**config.mk**
```make
export PLATFORM = sky130hd
export DESIGN_NAME = rtt_rto_estimator_core
export DESIGN_NICKNAME = d
export VERILOG_FILES = /design/src/design/rtte_pkg.sv /design/src/design/rtte_update.sv /design/src/design/rtt_rto_estimator_core.sv
export SDC_FILE = /design/constraint.sdc
export NUM_CORES = 1
export LEC_CHECK = 0
export BUFFER_PORTS_ARGS = -buffer_cell sky130_fd_sc_hd__buf_4
export CORE_ASPECT_RATIO = 0.75
export CORE_MARGIN = 8
export CORE_UTILIZATION = 30
export CTS_BUF_LIST = sky130_fd_sc_hd__clkbuf_8 sky130_fd_sc_hd__clkbuf_16
export DETAILED_ROUTE_END_ITERATION = 8
export HOLD_SLACK_MARGIN = 0.12
export PLACE_DENSITY = 0.57
export REMOVE_ABC_BUFFERS = 1
export SLEW_MARGIN = 0
export SYNTH_ARGS = -nofsm -noshare
export SYNTH_HDL_FRONTEND = slang
export SYNTH_SLANG_ARGS = --single-unit
```
**constraint.sdc**
```tcl
create_clock -name aclk -period 13 [get_ports aclk]
set_input_delay 1.3 -clock aclk [delete_from_list [all_inputs] [get_ports aclk]]
set_output_delay 1.3 -clock aclk [all_outputs]
set_load 0.02 [all_outputs]
```
**src/design/rtte_pkg.sv**
```systemverilog
package rtte_pkg;

    // Default width of the stored estimator times (srtt, rttvar, mrto, erto), in milliseconds
    localparam int TIME_BITS_DEFAULT = 20;

    localparam int TICK_BITS   = 16;
    localparam int MARGIN_BITS = 10;
    localparam int FLOOR_BITS  = 12;
    localparam int CAP_BITS    = 16;
    localparam int CFG_DATA_BITS  = 16;
    localparam int CFG_INDEX_BITS = 2;

    // Backoff factor 1.4142 in Q16
    localparam int BACKOFF_BITS = 17;
    localparam logic [BACKOFF_BITS-1:0] BACKOFF_Q16 = 17'd92682;

    // Reset values
    localparam logic [MARGIN_BITS-1:0] MARGIN_RESET = 10'd200;
    localparam logic [FLOOR_BITS-1:0]  FLOOR_RESET  = 12'd250;
    localparam logic [CAP_BITS-1:0]    CAP_RESET    = 16'd10000;
    localparam logic [CAP_BITS-1:0]    ERTO_RESET   = 16'd3000;
    localparam logic [FLOOR_BITS-1:0]  MRTO_RESET   = 12'd250;

    typedef enum logic [0:0] {
        CMD_SAMPLE  = 1'b0,
        CMD_BACKOFF = 1'b1
    } cmd_t;

    typedef enum logic [CFG_INDEX_BITS-1:0] {
        CFG_RTO_MARGIN   = 2'd0,
        CFG_ERTO_FLOOR   = 2'd1,
        CFG_ERTO_CAP     = 2'd2,
        CFG_INITIAL_ERTO = 2'd3
    } cfg_index_t;

endpackage

```
**src/design/rtte_update.sv**
```systemverilog
module rtte_update #(
    parameter int TIME_BITS = rtte_pkg::TIME_BITS_DEFAULT
) (
    input  rtte_pkg::cmd_t                      cmd,
    input  logic                                session_open,
    input  logic                                echo_present,
    input  logic [rtte_pkg::TICK_BITS-1:0]      echo_ticks,
    input  logic [rtte_pkg::TICK_BITS-1:0]      now_ticks,
    input  logic [TIME_BITS-1:0]                srtt,
    input  logic [TIME_BITS-1:0]                rttvar,
    input  logic [TIME_BITS-1:0]                mrto,
    input  logic [TIME_BITS-1:0]                erto,
    input  logic [rtte_pkg::TICK_BITS-1:0]      last_echo,
    input  logic [rtte_pkg::MARGIN_BITS-1:0]    rto_margin,
    input  logic [rtte_pkg::FLOOR_BITS-1:0]     erto_floor,
    input  logic [rtte_pkg::CAP_BITS-1:0]       erto_cap,
    output logic [TIME_BITS-1:0]                srtt_next,
    output logic [TIME_BITS-1:0]                rttvar_next,
    output logic [TIME_BITS-1:0]                mrto_next,
    output logic [TIME_BITS-1:0]                erto_next,
    output logic [rtte_pkg::TICK_BITS-1:0]      last_echo_next,
    output logic                                sample_used
);
    import rtte_pkg::*;

    localparam int T = TIME_BITS;

    logic [TICK_BITS-1:0] ticks;
    logic                 sample_ok;
    logic                 rtt_ok;
    logic [T-1:0]         rtt;
    logic [T-1:0]         delta;
    logic [T+1:0]         var_sum;
    logic [T+2:0]         srtt_sum;
    logic [T-1:0]         srtt_s;
    logic [T-1:0]         var_s;
    logic [T+2:0]         mrto_sum;
    logic [T-1:0]         mrto_s;
    logic [T-1:0]         erto_s;
    logic [T+16:0]        prod;
    logic [T:0]           boosted;
    logic [T:0]           capped;
    logic [T:0]           backed;

    // Sample path: 16-bit wrapping tick difference, 4 ms per tick
    assign ticks  = now_ticks - echo_ticks;
    assign rtt_ok = ~ticks[TICK_BITS-1];
    assign rtt    = T'({ticks[TICK_BITS-2:0], 2'b00});

    assign delta    = (srtt >= rtt) ? (srtt - rtt) : (rtt - srtt);
    assign var_sum  = {rttvar, 1'b0} + (T+2)'(rttvar) + (T+2)'(delta);
    assign srtt_sum = {srtt, 3'b000} - (T+3)'(srtt) + (T+3)'(rtt);

    // Zero smoothed time means no estimate yet: seed from this sample
    assign srtt_s = (srtt == '0) ? rtt : srtt_sum[T+2:3];
    assign var_s  = (srtt == '0) ? (rtt >> 1) : var_sum[T+1:2];

    assign mrto_sum = (T+3)'(srtt_s) + {1'b0, var_s, 2'b00} + (T+3)'(rto_margin);
    assign mrto_s   = (|mrto_sum[T+2:T]) ? '1 : mrto_sum[T-1:0];
    assign erto_s   = (mrto_s > T'(erto_floor)) ? mrto_s : T'(erto_floor);

    // Backoff path: erto * 1.4142, capped, then no lower than mrto
    assign prod    = (T+17)'(erto) * (T+17)'(BACKOFF_Q16);
    assign boosted = prod[T+16:16];
    assign capped  = (boosted < (T+1)'(erto_cap)) ? boosted : (T+1)'(erto_cap);
    assign backed  = (capped > (T+1)'(mrto)) ? capped : (T+1)'(mrto);

    assign sample_ok = (cmd == CMD_SAMPLE) && session_open && echo_present
                       && (echo_ticks != last_echo);

    always_comb begin
        srtt_next      = srtt;
        rttvar_next    = rttvar;
        mrto_next      = mrto;
        erto_next      = erto;
        last_echo_next = last_echo;
        sample_used    = 1'b0;
        if (cmd == CMD_BACKOFF) begin
            // cap is below full scale, so backed always fits
            erto_next = backed[T-1:0];
        end else if (sample_ok) begin
            last_echo_next = echo_ticks;
            if (rtt_ok) begin
                srtt_next   = srtt_s;
                rttvar_next = var_s;
                mrto_next   = mrto_s;
                erto_next   = erto_s;
                sample_used = 1'b1;
            end
        end
    end

endmodule

```
**src/design/rtt_rto_estimator_core.sv**
```systemverilog
// RTT / RTO estimator core (Jacobson/Karels style, times in whole ms).
// Input beats on s_*: tuser carries the command (sample or loss backoff),
// tdata the session flags and the echoed and current 16-bit tick stamps.
// Every input beat yields exactly one output beat on m_* carrying the
// smoothed rtt, its variation, the minimum and effective timeouts after
// the beat, plus a flag telling whether an rtt sample was taken.
// Flow: an accepted beat is held in the input register, the estimator
// update is done combinationally from it, and the result register is
// loaded when the input register advances; m_tvalid is the result valid.
// Throughput is one beat per cycle while m_tready stays high; the state
// update is combinational (its longest path is the 1.4142 backoff multiply).
// Stall: when m_tready is low with a result pending, a beat in the input
// register is held there and s_tready drops; nothing is lost or repeated.
// Reset (aresetn low, synchronous): estimate cleared, minimum timeout 250,
// effective timeout 3000, configuration registers back to their defaults.
// Config: cfg_we writes cfg_wdata into the register picked by cfg_index
// (0 margin, 1 floor, 2 cap, 3 initial erto: dropped); only write while idle.
module rtt_rto_estimator_core #(
    parameter int TIME_BITS = rtte_pkg::TIME_BITS_DEFAULT
) (
    input  logic                                  aclk,
    input  logic                                  aresetn,
    // config write port
    input  logic                                  cfg_we,
    input  logic [rtte_pkg::CFG_INDEX_BITS-1:0]   cfg_index,
    input  logic [rtte_pkg::CFG_DATA_BITS-1:0]    cfg_wdata,
    // input beats
    input  logic                                  s_tvalid,
    output logic                                  s_tready,
    // tdata, from bit 0: session_open, echo_present, echo_ticks[15:0],
    // now_ticks[15:0], zero pad
    input  logic [39:0]                           s_tdata,
    // tuser: cmd (0 rtt sample, 1 loss backoff)
    input  logic [0:0]                            s_tuser,
    // result beats
    output logic                                  m_tvalid,
    input  logic                                  m_tready,
    // tdata, from bit 0: srtt_ms, rttvar_ms, mrto_ms, erto_ms (TIME_BITS
    // each), sample_used, zero pad to a whole byte
    output logic [((4*TIME_BITS+1+7)/8)*8-1:0]    m_tdata
);
    import rtte_pkg::*;

    localparam int T        = TIME_BITS;
    localparam int OUT_BITS = ((4*T+1+7)/8)*8;

    // configuration
    logic [MARGIN_BITS-1:0] margin_reg;
    logic [FLOOR_BITS-1:0]  floor_reg;
    logic [CAP_BITS-1:0]    cap_reg;

    // input register
    logic                   in_valid_reg;
    cmd_t                   cmd_reg;
    logic                   open_reg;
    logic                   present_reg;
    logic [TICK_BITS-1:0]   echo_reg;
    logic [TICK_BITS-1:0]   now_reg;

    // estimator state
    logic [T-1:0]           srtt_reg;
    logic [T-1:0]           rttvar_reg;
    logic [T-1:0]           mrto_reg;
    logic [T-1:0]           erto_reg;
    logic [TICK_BITS-1:0]   last_echo_reg;

    logic [T-1:0]           srtt_next;
    logic [T-1:0]           rttvar_next;
    logic [T-1:0]           mrto_next;
    logic [T-1:0]           erto_next;
    logic [TICK_BITS-1:0]   last_echo_next;
    logic                   used_next;

    // result register
    logic                   out_valid_reg;
    logic [OUT_BITS-1:0]    out_data_reg;

    logic                   advance;
    logic                   in_take;

    // input register moves on when the result slot is free or draining
    assign advance  = in_valid_reg && (!out_valid_reg || m_tready);
    assign s_tready = !in_valid_reg || advance;
    assign in_take  = s_tvalid && s_tready;

    assign m_tvalid = out_valid_reg;
    assign m_tdata  = out_data_reg;

    // Config writes. There is no initial erto register: the effective timeout
    // is reloaded with its default by reset alone, so a written value never
    // reaches the datapath; its writes are accepted and dropped.
    always_ff @(posedge aclk) begin
        if (!aresetn) begin
            margin_reg <= MARGIN_RESET;
            floor_reg  <= FLOOR_RESET;
            cap_reg    <= CAP_RESET;
        end else if (cfg_we) begin
            case (cfg_index_t'(cfg_index))
                CFG_RTO_MARGIN: margin_reg <= cfg_wdata[MARGIN_BITS-1:0];
                CFG_ERTO_FLOOR: floor_reg  <= cfg_wdata[FLOOR_BITS-1:0];
                CFG_ERTO_CAP:   cap_reg    <= cfg_wdata[CAP_BITS-1:0];
                default: ;
            endcase
        end
    end

    // input register
    always_ff @(posedge aclk) begin
        if (!aresetn) begin
            in_valid_reg <= 1'b0;
        end else if (in_take) begin
            in_valid_reg <= 1'b1;
        end else if (advance) begin
            in_valid_reg <= 1'b0;
        end
    end

    always_ff @(posedge aclk) begin
        if (in_take) begin
            cmd_reg     <= cmd_t'(s_tuser);
            open_reg    <= s_tdata[0];
            present_reg <= s_tdata[1];
            echo_reg    <= s_tdata[17:2];
            now_reg     <= s_tdata[33:18];
        end
    end

    rtte_update #(
        .TIME_BITS (T)
    ) u_update (
        .cmd            (cmd_reg),
        .session_open   (open_reg),
        .echo_present   (present_reg),
        .echo_ticks     (echo_reg),
        .now_ticks      (now_reg),
        .srtt           (srtt_reg),
        .rttvar         (rttvar_reg),
        .mrto           (mrto_reg),
        .erto           (erto_reg),
        .last_echo      (last_echo_reg),
        .rto_margin     (margin_reg),
        .erto_floor     (floor_reg),
        .erto_cap       (cap_reg),
        .srtt_next      (srtt_next),
        .rttvar_next    (rttvar_next),
        .mrto_next      (mrto_next),
        .erto_next      (erto_next),
        .last_echo_next (last_echo_next),
        .sample_used    (used_next)
    );

    // estimator state, updated once per beat
    always_ff @(posedge aclk) begin
        if (!aresetn) begin
            srtt_reg      <= '0;
            rttvar_reg    <= '0;
            mrto_reg      <= T'(MRTO_RESET);
            erto_reg      <= T'(ERTO_RESET);
            last_echo_reg <= '0;
        end else if (advance) begin
            srtt_reg      <= srtt_next;
            rttvar_reg    <= rttvar_next;
            mrto_reg      <= mrto_next;
            erto_reg      <= erto_next;
            last_echo_reg <= last_echo_next;
        end
    end

    // result register
    always_ff @(posedge aclk) begin
        if (!aresetn) begin
            out_valid_reg <= 1'b0;
        end else if (advance) begin
            out_valid_reg <= 1'b1;
        end else if (m_tready) begin
            out_valid_reg <= 1'b0;
        end
    end

    always_ff @(posedge aclk) begin
        if (advance) begin
            out_data_reg <= OUT_BITS'({used_next, erto_next, mrto_next,
                                       rttvar_next, srtt_next});
        end
    end

endmodule
```
== Yosys cells after proc, flatten, opt, wreduce, memory -nomap -nowiden ==
Cells that the tools add are included.

* Add/subtract/negate cells: 9
* Multiply operators: 1
* Div/mod/pow operators: 0
* $lt $le $gt $ge: 4
* Eq/ne operators: 3
* Shift-type cells: 0
* Muxes and demuxes: 24
* Bitwise gates (word level): 2
* Reductions and logical operators: 19

{| class="wikitable"
|+ Operator list
! cell !! count
|-
| $mux W20 || 18
|-
| $mul A20 B16 Y36 const B || 1
|-
| $add A20 B22 Y23 || 1
|-
| $add A23 B10 Y23 || 1
|-
| $add A23 B17 Y23 || 1
|-
| $sub A23 B20 Y23 || 1
|-
| $add A21 B20 Y22 || 1
|-
| $add A22 B20 Y22 || 1
|-
| $gt A21 B20 Y1 || 1
|-
| $lt A21 B16 Y1 || 1
|-
| $mux W21 || 1
|-
| $ge A20 B17 Y1 || 1
|-
| $gt A20 B12 Y1 || 1
|-
| $logic_not A20 Y1 || 1
|-
| $sub A17 B20 Y20 || 1
|-
| $sub A20 B17 Y20 || 1
|-
| $ne A16 B16 Y1 || 1
|-
| $sub A16 B16 Y16 || 1
|-
| $reduce_and A2 Y1 || 3
|-
| $logic_and A1 B1 Y1 || 5
|-
| $mux W1 || 5
|-
| $reduce_bool A2 Y1 || 2
|-
| $reduce_and A3 Y1 || 1
|-
| $reduce_or A3 Y1 || 1
|-
| 7 further kinds || 10
|}

* Flip-flop bits (word level): 252
* Latch bits: 0
* RAM bits: 0
* Memory bits (read-only): 0
* Bits of input ports: 64
* Output and inout bits: 90
* Logic and storage cells: 79
* Memories kept: 0

== Depth between registers and ports, before layout ==
Gate-level depths: netlist of run 1.

* Depth after elaboration: 14
* Mapped depth: 60
* Mapped depth without buffers: 55

== Hierarchy ==
From an unflattened synthesis of run 1, not the netlist that was laid out.

* Cell total of the unflattened synthesis: 2501
* Area, all modules: 23054.6 um^2

{| class="wikitable"
|+ By module, submodules not included
! module !! instances !! cells each !! area an instance (um^2)
|-
| rtte_update || 1 || 1804 || 14184.9
|-
| rtt_rto_estimator_core || 1 || 697 || 8869.8
|}

== Worst setup path before layout of run 1 ==
Ideal clock, no wire load.

* Path kind: register -> register
* Start: register now_reg[0]
* End: register out_data_reg[63], in the netlist m_tdata[63], data pin
* Library setup time: 0.274 ns
* Data arrival time: 11.201 ns
* Data required time: 12.726 ns
* Setup slack: 1.524 ns
* Cell stages (with the launch flop): 58
* Buffers on the path: 7
* Clock period less this slack: 11.476 ns
* Cell sequence: edfxtp_1 inv_1 ha_1 inv_1 fa_1 a21o_1 a21oi_1 o21ai_1 a311o_1 a31o_2 a21oi_1 xnor2_1 ha_1 clkbuf_1 nand2_1 o311a_1 a21oi_1 or2_2 (+22 left out) o21ai_0 o21ai_0 mux2i_1 and2_1 buf_4 buf_2 nand2_1 ha_1 a21o_1 a21o_1 a21oi_1 o21ai_0 o22a_1 nor3_1 nand4_2 buf_2 o311ai_1 nand3_1

* Cells in the longest elaborated chain, start to end: 14

{| class="wikitable"
|+ RTL lines
! what !! line !! RTL
|-
| start, declared || rtt_rto_estimator_core.sv:58 || <nowiki>logic [TICK_BITS-1:0] now_reg;</nowiki>
|-
| start signal, assigned || rtt_rto_estimator_core.sv:124 || <nowiki>now_reg <= s_tdata[33:18];</nowiki>
|-
| $sub A16 B16 Y16 * || rtte_update.sv:46 || <nowiki>assign ticks = now_ticks - echo_ticks;</nowiki>
|-
| $sub A17 B20 Y20 (tied with other cells) || rtte_update.sv:50 || <nowiki>assign delta = (srtt >= rtt) ? (srtt - rtt) : (rtt - srtt);</nowiki>
|-
| $mux W20 || rtte_update.sv:50 ||
|-
| $add A22 B20 Y22 || rtte_update.sv:51 || <nowiki>assign var_sum = {rttvar, 1'b0} + (T+2)'(rttvar) + (T+2)'(delta);</nowiki>
|-
| $mux W20 || rtte_update.sv:56 || <nowiki>assign var_s = (srtt == '0) ? (rtt >> 1) : var_sum[T+1:2];</nowiki>
|-
| $add A20 B22 Y23 || rtte_update.sv:58 || <nowiki>assign mrto_sum = (T+3)'(srtt_s) + {1'b0, var_s, 2'b00} + (T+3)'(rto_margin);</nowiki>
|-
| $add A23 B10 Y23 || rtte_update.sv:58 ||
|-
| $reduce_or A3 Y1 || rtte_update.sv:59 || <nowiki>assign mrto_s = (|mrto_sum[T+2:T]) ? '1 : mrto_sum[T-1:0];</nowiki>
|-
| $mux W20 || rtte_update.sv:59 ||
|-
| $gt A20 B12 Y1 || rtte_update.sv:60 || <nowiki>assign erto_s = (mrto_s > T'(erto_floor)) ? mrto_s : T'(erto_floor);</nowiki>
|-
| $mux W20 || rtte_update.sv:60 ||
|-
| $mux W20 * || rtte_update.sv:83 || <nowiki>if (rtt_ok) begin</nowiki>
|-
| $mux W20 * || rtte_update.sv:81 || <nowiki>end else if (sample_ok) begin</nowiki>
|-
| $mux W20 * || rtte_update.sv:78 || <nowiki>if (cmd == CMD_BACKOFF) begin</nowiki>
|-
| named net erto_next[3] || rtt_rto_estimator_core.sv:70 || <nowiki>logic [T-1:0] erto_next;</nowiki>
|-
| end signal, assigned || rtt_rto_estimator_core.sv:182 || <nowiki>out_data_reg <= OUT_BITS'({used_next, erto_next, mrto_next,</nowiki>
|-
| end, declared || rtt_rto_estimator_core.sv:76 || <nowiki>logic [OUT_BITS-1:0] out_data_reg;</nowiki>
|}

Mark *: on every way through the listed nets, which the timed path passes. The rest lies on a longest branch.
A chain may end at the register's enable or synchronous reset.

== Final worst setup path of run 1 ==
* Start: register echo_reg[1]
* End: register out_data_reg[70], in the netlist m_tdata[70], data pin

* Cells in the longest elaborated chain, start to end: 14

{| class="wikitable"
|+ RTL lines
! what !! line !! RTL
|-
| start, declared || rtt_rto_estimator_core.sv:57 || <nowiki>logic [TICK_BITS-1:0] echo_reg;</nowiki>
|-
| start signal, assigned || rtt_rto_estimator_core.sv:123 || <nowiki>echo_reg <= s_tdata[17:2];</nowiki>
|-
| $sub A16 B16 Y16 || rtte_update.sv:46 ||
|-
| $sub A17 B20 Y20 (tied with other cells) || rtte_update.sv:50 ||
|-
| $mux W20 || rtte_update.sv:50 ||
|-
| $add A22 B20 Y22 || rtte_update.sv:51 ||
|-
| $mux W20 || rtte_update.sv:56 ||
|-
| $add A20 B22 Y23 || rtte_update.sv:58 ||
|-
| $add A23 B10 Y23 || rtte_update.sv:58 ||
|-
| $reduce_or A3 Y1 || rtte_update.sv:59 ||
|-
| $mux W20 || rtte_update.sv:59 ||
|-
| $gt A20 B12 Y1 || rtte_update.sv:60 ||
|-
| $mux W20 || rtte_update.sv:60 ||
|-
| $mux W20 || rtte_update.sv:83 ||
|-
| $mux W20 * || rtte_update.sv:81 ||
|-
| $mux W20 * || rtte_update.sv:78 ||
|-
| named net erto_next[10] || rtt_rto_estimator_core.sv:70 ||
|}

Marked as above.

==> impl_metrics.tcl, run 1 <==
set metrics [dict create \
    synthCells 2566 \
    synth.avg_cell_area_um2 8.96 \
    yosysTopAreaCellShare_pct 16.4 \
    cts_buffers 34 \
    crit_path_start "echo_reg[1]$_DFFE_PP_" \
    synthTopCellsByArea "ha_1 16%, edfxtp_1 15%, dfxtp_1 12%" \
    dp_hpwl_mm 59.1 \
    crit_required_ns 13.26 \
    wl_per_cell_um 20.0 \
    async_flop_share_pct 0 \
    die_area_um2 85900 \
    hp-start "rttvar_reg[16]$_SDFFE_PN0P_" \
    synth_seq_area_share_pct 27.0 \
    relSlewSlack_pct 29.6 \
    outcome "complete, no violations" \
    postRouteAntennaNets 0 \
    drc 0 \
    die_w_um 336 \
    dr.pass1.iters 7 \
    clock_latency_ns 0.55 \
    setup_viol_count_final 0 \
    drtIter0Drc 1497 \
    max_stage_delay_ns 0.46 \
    cts_root_buffer "clkbuf_16" \
    place_area_um2 25300 \
    areaGrowthSynthToFinish_pct 15.7 \
    worstPathArrival_ns 12.60 \
    largest_reg_flops 81 \
    grt_max_degree 86 \
    yosysWarnings 0 \
    slowest_stage "fa_1" \
    hold_slack_ns 0.452 \
    antenna_found_initial 8 \
    port_buffers 140 \
    synth_top_area_cell "ha_1" \
    min_period_over_period_pct 94.9 \
    max-clock-path-buffers 3 \
    timing_hold_violations_final 0 \
    min_period_ns 12.34 \
    nets 3179 \
    first_global_vias 18272 \
    crit_type "flop to flop" \
    synth_edf_count 116 \
    initial_core_util_pct 30.1 \
    fp.dieH_um 256 \
    grt_pass1_wl_mm 113 \
    grt_usage_pct 16.9 \
    cp_common_cell "o21ai_0" \
    synthDistinctLibCells 95 \
    mostFrequentLayoutCell "ha_1" \
    finClkSkew_ns 0.0358 \
    finalMaxSlewViolations 0 \
    min_path_type "flop to flop" \
    start_kind "flop" \
    routabilityCongestion 0.897 \
    fin_area_um2 26600 \
    clk_pin_slew_ns 0.06 \
    place_ws_ns 0.263 \
    drv_cap 0 \
    drive_gt1_share_pct 12.0 \
    grt.overflow.total 0 \
    synth-seq-cells 252 \
    r2r-start "echo_reg[1]$_DFFE_PP_" \
    setup_ws_ns 0.663 \
    core.rowCount 88 \
    vias 19416 \
    synth_area_um2 23000 \
    totalWireLength_mm 75.2 \
    io_pins 154 \
    fmax_mhz 81.1 \
    h-tree-depth 2 \
    worst_pin_slew_ns 1.05 \
    r2r_slack_ns 0.66 \
    cp-end-kind "flop" \
    synth_flop_cell "dfxtp_1" \
    core_um2 76400 \
    tritoncts "yes" \
    clock-sinks 252 \
    vias_per_cell 5.17 \
    layout_common_cells "302 x ha_1, 296 x inv_1, 260 x nand2_1" \
    cp_max_fo 18 \
]
==> per-layer routing <==
layer	track usage (%)	part of all wire, %	up-vias
met3	4.18	9.0	96
met5	0	0.097	-
met2	23.0	39	680
met4	3.91	2.1	12
met1	26.1	50	9232
li1	-	-	9396
==> synth_stat cells, drive strengths merged, types with 10 or more instances <==
library cell	count
a211o	14
a211oi	31
a21boi	16
a21o	54
a21oi	191
a222oi	12
a31oi	37
a41oi	14
and2	14
and3	14
buf	40
clkbuf	63
dfxtp	136
edfxtp	116
fa	116
ha	302
inv	299
mux2	23
mux2i	31
nand2	262
nand2b	13
nand3	53
nand4	22
nor2	141
nor2b	13
nor3	44
nor4	11
o211ai	42
o21a	23
o21ai	123
o21bai	20
o2bb2ai	10
or2	10
or3	20
xnor2	57
xor2	56
==> worst max-delay path: cells and delay by family (launching register included) <==
| kind | cells | cell delay [ns] |
|---|---|---|
| AO/OA/AOI/OAI | 24 | 5.13 |
| XOR/XNOR | 2 | 0.47 |
| adder cells (fa/ha/maj) | 7 | 2.32 |
| buffers and inverters | 7 | 0.98 |
| flip-flops | 1 | 0.43 |
| multiplexers | 1 | 0.31 |
| AND/OR/NAND/NOR | 14 | 2.42 |
==> metrics by stage <==
step	TNS, ns	util [%]	instances
5_1_grt	-0.0826	34.8	3757
6_report	0	34.8	3758
2_1_floorplan	0	-	2473
3_5_place_dp	0	33.1	3692
4_1_cts	0	34.7	3753
3_3_place_gp	0	33.1	3692
==> cell type report <==
cell class              instances  area, µm²
repair buffers                188       1420
clock inverters                25        322
well taps                    1035       1290
clock buffers                  36        890
flip-flops and latches        252       6210
fillers                      8029      49800
multi-input cells            1919      15300
diodes                          1       2.50
inverters                     302       1140
==> worst paths after layout <==
path                                       to  cells past startpoint
hold reg to reg   rttvar_reg[16]$_SDFFE_PN0P_                      2
setup / recovery        m_tdata[70]$_DFFE_PP_                     55
setup reg to reg        m_tdata[70]$_DFFE_PP_                     55
hold / removal    rttvar_reg[16]$_SDFFE_PN0P_                      2
==> logic make-up after synthesis <==
kind of cell | Yosys count | share of synthesized area (%)
other | 1 | 0.0163
buffers and inverters | 405 | 6.88
DFF | 252 | 27.0
AOI/OAI and AO/OA | 685 | 20.0
and+or+nand+nor | 638 | 12.8
muxes | 54 | 2.49
adders and majority gates | 418 | 26.5
xor gates and xnor gates | 113 | 4.34
==> timing repair <==
action / 4_1_cts / 5_1_grt
resized for setup: 0 / 12
buffers inserted: 0 / 4
hold buffers: 0 / 0
setup endpoints to repair: 0 / 24
hold endpoints to repair: 0 / 0
Power of run 1 is not shown: default switching activity piles up to over one toggle a cycle in this logic, so the estimate is an artifact.
==> run 2, diff against run 1 <==
--- a/config.mk
+++ b/config.mk
@@ -8,11 +8,11 @@
 export BUFFER_PORTS_ARGS = -buffer_cell sky130_fd_sc_hd__buf_4
 export CORE_ASPECT_RATIO = 0.75
 export CORE_MARGIN = 8
-export CORE_UTILIZATION = 30
+export CORE_UTILIZATION = 55
 export CTS_BUF_LIST = sky130_fd_sc_hd__clkbuf_8 sky130_fd_sc_hd__clkbuf_16
 export DETAILED_ROUTE_END_ITERATION = 8
 export HOLD_SLACK_MARGIN = 0.12
-export PLACE_DENSITY = 0.57
+export PLACE_DENSITY = 0.86
 export REMOVE_ABC_BUFFERS = 1
 export SLEW_MARGIN = 0
 export SYNTH_ARGS = -nofsm -noshare
==> impl_metrics.tcl, run 2 (same netlist as run 1, synthesis figures left out) <==
set metrics [dict create \
    outcome "complete, no violations" \
    port_buffers 140 \
    crit_required_ns 13.32 \
    place_area_um2 24900 \
    crit_type "flop to flop" \
    cts_buffers 27 \
    clk_pin_slew_ns 0.06 \
    largest_reg_flops 81 \
    cp_common_cell "a21oi_1" \
    drtIter0Drc 2033 \
    worstPathArrival_ns 12.65 \
    place_ws_ns 0.468 \
    place_inst 3247 \
    postRouteAntennaNets 0 \
    ff2ff_path_depth 53 \
    drv_cap 0 \
    cts_root_buffer "clkbuf_16" \
    max-clock-path-buffers 3 \
    fin_cells 3300 \
    timing_hold_violations_final 0 \
    routabilityCongestion 0.962 \
    antenna_cells 0 \
    cp_max_fo 13 \
    core_um2 41600 \
    layout_common_cells "304 x inv_1, 301 x ha_1, 260 x nand2_1" \
    core.rowCount 65 \
    multi_input_area_um2 15300 \
    finClkSkew_ns 0.0231 \
    setup_ws_ns 0.667 \
    clock_latency_ns 0.59 \
    antenna_found_initial 1 \
    min_path_type "flop to flop" \
    regArea_um2 6210 \
    clock-sinks 252 \
    die_area_um2 48700 \
    grt.overflow.total 0 \
    vias_per_cell 6.13 \
    drive_gt1_share_pct 12.0 \
    areaGrowthSynthToFinish_pct 12.4 \
    grt_usage_pct 28.1 \
    io_pins 154 \
    slowest_stage "fa_1" \
    worst_pin_slew_ns 1.09 \
    mostFrequentLayoutCell "inv_1" \
    h-tree-depth 1 \
    hold_slack_ns 0.465 \
    finalMaxSlewViolations 0 \
    relSlewSlack_pct 27.1 \
    cp-end-kind "flop" \
    wl_per_cell_um 21.0 \
    fp.dieH_um 193 \
    nets 3192 \
    cts.hold.buffers_added 0 \
    die_w_um 252 \
    grt_max_degree 89 \
    initial_core_util_pct 55.2 \
    drc 0 \
    min_period_ns 12.33 \
    vias 20239 \
    fin_area_um2 25800 \
    max_stage_delay_ns 0.50 \
    fmax_mhz 81.1 \
    tritoncts "yes" \
    min_period_over_period_pct 94.9 \
    start_kind "flop" \
    grt_pass1_wl_mm 110 \
    dp_hpwl_mm 54.1 \
    setup_viol_count_final 0 \
    fill_cells 3454 \
    dr.pass1.iters 8 \
    totalWireLength_mm 69.4 \
    first_global_vias 20620 \
    holdPathStages 2 \
]
[run 2: cell types whose count changed in the layout (fill, tap and decap cells not counted), moves of 3 or more]
cell	previous run	this run
clkinv_1	8	4
inv_6	5	2
buf_4	187	207
inv_1	296	304
bufinv_16	7	4
clkbuf_16	35	27
[run 2: final cells by class]
| type | count | area share [%] |
|---|---|---|
| Multi-Input combinational cell | 1919 | 59.2 |
| Clock buffer | 28 | 2.67 |
| Inverter | 302 | 4.40 |
| Timing Repair Buffer | 208 | 6.09 |
| Tap cell | 569 | 2.75 |
| Sequential cell | 252 | 24.0 |
| Clock inverter | 22 | 0.866 |
[run 2: path summary, 6_finish.rpt]
check / start / to / slack, ns
worst max-delay path: echo_reg[0]$_DFFE_PP_ / m_tdata[61]$_DFFE_PP_ / 0.67
worst min register to register: margin_reg[5]$_SDFFE_PN0P_ / margin_reg[5]$_SDFFE_PN0P_ / 0.46
worst max register to register: echo_reg[0]$_DFFE_PP_ / m_tdata[61]$_DFFE_PP_ / 0.67
worst min-delay path: margin_reg[5]$_SDFFE_PN0P_ / margin_reg[5]$_SDFFE_PN0P_ / 0.46
[run 2: timing repair]
action | CTS | global route
setup buffers | 0 | 3
setup endpoints to repair | 0 | 24
gates resized for setup | 0 | 12
[run 2: layer usage]
metal	share of wire [%]	up-vias	track usage [%]
li1	-	9406	-
met1	41	9726	36.6
met2	46	909	47.0
met3	8.4	196	4.41
met4	4.1	2	10.8
met5	0.019	-	0
[run 2: metrics by stage]
stage                     setup TNS, ns  utilization (%)
final                                 0             62.1
after global routing            -0.0632             62.1
after CTS                             0             61.9
after detailed placement              0             59.7
after global placement                0             59.7
after floorplan                       0                -
[run 2: worst max-delay path, delay by kind of cell, from the launching register on]
family | cells | cell delay, ns
xor+xnor | 2 | 0.35
buf+inv | 5 | 0.72
fa+ha+maj | 8 | 2.98
mux | 2 | 0.42
simple gates | 11 | 1.93
flops | 1 | 0.39
compound gates | 25 | 5.26
Power of run 2 is left out for the same reason.
==> run 3, diff against run 2 <==
--- a/config.mk
+++ b/config.mk
@@ -12,7 +12,7 @@
 export CTS_BUF_LIST = sky130_fd_sc_hd__clkbuf_8 sky130_fd_sc_hd__clkbuf_16
 export DETAILED_ROUTE_END_ITERATION = 8
 export HOLD_SLACK_MARGIN = 0.12
-export PLACE_DENSITY = 0.86
+export PLACE_DENSITY = 0.7
 export REMOVE_ABC_BUFFERS = 1
 export SLEW_MARGIN = 0
 export SYNTH_ARGS = -nofsm -noshare
==> impl_metrics.tcl, run 3 (same netlist as run 1, synthesis figures left out) <==
set metrics [dict create \
    outcome "complete, no violations" \
    crit_path_start "echo_reg[1]$_DFFE_PP_" \
    r2r-start "echo_reg[1]$_DFFE_PP_" \
    cts_root_buffer "clkbuf_16" \
    fill_cells 3584 \
    postRouteAntennaNets 0 \
    nets 3169 \
    cp-end-kind "flop" \
    first_global_vias 18833 \
    io_pins 154 \
    core.rowCount 65 \
    clock_latency_ns 0.58 \
    h-tree-depth 1 \
    vias_per_cell 6.10 \
    tritoncts "yes" \
    drc 0 \
    start_kind "flop" \
    drive_gt1_share_pct 11.5 \
    min_period_over_period_pct 95.1 \
    largest_reg_flops 81 \
    min_path_type "flop to flop" \
    setup_viol_count_final 0 \
    ff2ff_path_depth 54 \
    crit_path_end "m_tdata[70]$_DFFE_PP_" \
    use_met2_pct 38.4 \
    grt_use_met3_pct 6.50 \
    busiest_layer "met1" \
    initial_core_util_pct 55.2 \
    place_inst 3227 \
    dp_hpwl_mm 54.8 \
    drv_cap 0 \
    r2r-end "m_tdata[70]$_DFFE_PP_" \
    clk_pin_slew_ns 0.07 \
    grt_max_degree 79 \
    crit_buf_inv 7 \
    drtIter0Drc 2151 \
    cp.depth 54 \
    dr.pass1.iters 7 \
    grt_usage_pct 27.8 \
    crit_required_ns 13.30 \
    finalMaxSlewViolations 0 \
    relSlewSlack_pct 26.0 \
    worst_pin_slew_ns 1.11 \
    crit_type "flop to flop" \
    core_um2 41600 \
    antenna_cells 0 \
    timing_hold_violations_final 0 \
    totalWireLength_mm 70.1 \
    finClkSkew_ns 0.0237 \
    mostFrequentLayoutCell "inv_1" \
    cts_buffers 26 \
    fmax_mhz 80.9 \
    slowest_stage "fa_1" \
    cp_max_fo 18 \
    cp_common_cell "a21oi_1" \
    die_area_um2 48700 \
    routabilityCongestion 0.986 \
    areaGrowthSynthToFinish_pct 11.6 \
    grt.overflow.total 0 \
    r2r_slack_ns 0.64 \
    wl_per_cell_um 21.4 \
    port_buffers 140 \
    fin_cells 3276 \
    layout_common_cells "306 x inv_1, 301 x ha_1, 260 x nand2_1" \
    grt_util_met1_pct 43.4 \
    min_period_ns 12.36 \
    die_w_um 252 \
    cp_top_family "compound AO/OA/AOI/OAI gates" \
    antenna_found_initial 1 \
    grt_pass1_wl_mm 107 \
    fp.dieH_um 193 \
    vias 19981 \
    clock-sinks 252 \
    max_stage_delay_ns 0.51 \
    worstPathArrival_ns 12.66 \
    max-clock-path-buffers 3 \
]
==> run 3: changes by cell type in the layout (fill, tap and decap cells not counted), moves of 2 or more <==
cell and change:
o21ai_1 +3, buf_4 -23, clkbuf_8 +4, o21ai_0 -4, inv_1 +2, bufinv_16 -3
==> run 3: metrics by stage <==
| stage | setup WS (ns) | area, µm² | TNS, ns | hold slack [ns] | utilization [%] |
|---|---|---|---|---|---|
| floorplan | 1.31 | 22600 | 0 | 0.436 | - |
| CTS | 0.265 | 25600 | 0 | 0.457 | 61.4 |
| detailed placement | 0.436 | 24700 | 0 | 0.449 | 59.4 |
| global placement | 0.699 | 24700 | 0 | 0.442 | 59.4 |
| global route | -0.0450 | 25700 | -0.0978 | 0.484 | 61.7 |
| finish | 0.640 | 25700 | 0 | 0.459 | 61.7 |
==> run 3: worst min-delay path: stages (launching register included) <==
cell,delay [ns]
dfxtp_1,0.31
nand2_1,0.05
a21oi_1,0.05
==> run 3: worst min path at each step <==
stage,startpoint,end,depth (start not counted)
after floorplan,margin_reg[4]$_SDFFE_PN0P_,margin_reg[4]$_SDFFE_PN0P_,2
after global placement,rttvar_reg[15]$_SDFFE_PN0P_,rttvar_reg[15]$_SDFFE_PN0P_,2
after detailed placement,rttvar_reg[15]$_SDFFE_PN0P_,rttvar_reg[15]$_SDFFE_PN0P_,2
after CTS,rttvar_reg[15]$_SDFFE_PN0P_,rttvar_reg[15]$_SDFFE_PN0P_,2
after global routing,floor_reg[10]$_SDFFE_PN0P_,floor_reg[10]$_SDFFE_PN0P_,2
final,rttvar_reg[16]$_SDFFE_PN0P_,rttvar_reg[16]$_SDFFE_PN0P_,2
==> run 3: cell type report <==
| type | count | area (µm²) | share of cell area (%) |
|---|---|---|---|
| well taps | 569 | 712 | 2.77 |
| multi-input cells | 1919 | 15300 | 59.8 |
| flip-flops and latches | 252 | 6210 | 24.2 |
| clock buffers | 32 | 744 | 2.90 |
| clock inverters | 16 | 106 | 0.414 |
| repair buffers | 186 | 1420 | 5.54 |
| inverters | 302 | 1140 | 4.44 |
==> run 3: routing by layer <==
metal,part of all wire (%),vias to the layer above
met3,12,98
met2,39,947
li1,-,9366
met4,2.0,0
met5,0,-
met1,47,9570
==> run 3: timing repair <==
item / CTS / global route
endpoints found under the setup margin: 0 / 24
buffers inserted: 0 / 1
hold buffers: 0 / 0
resized for setup: 0 / 24
Power of run 3 is left out for the same reason.
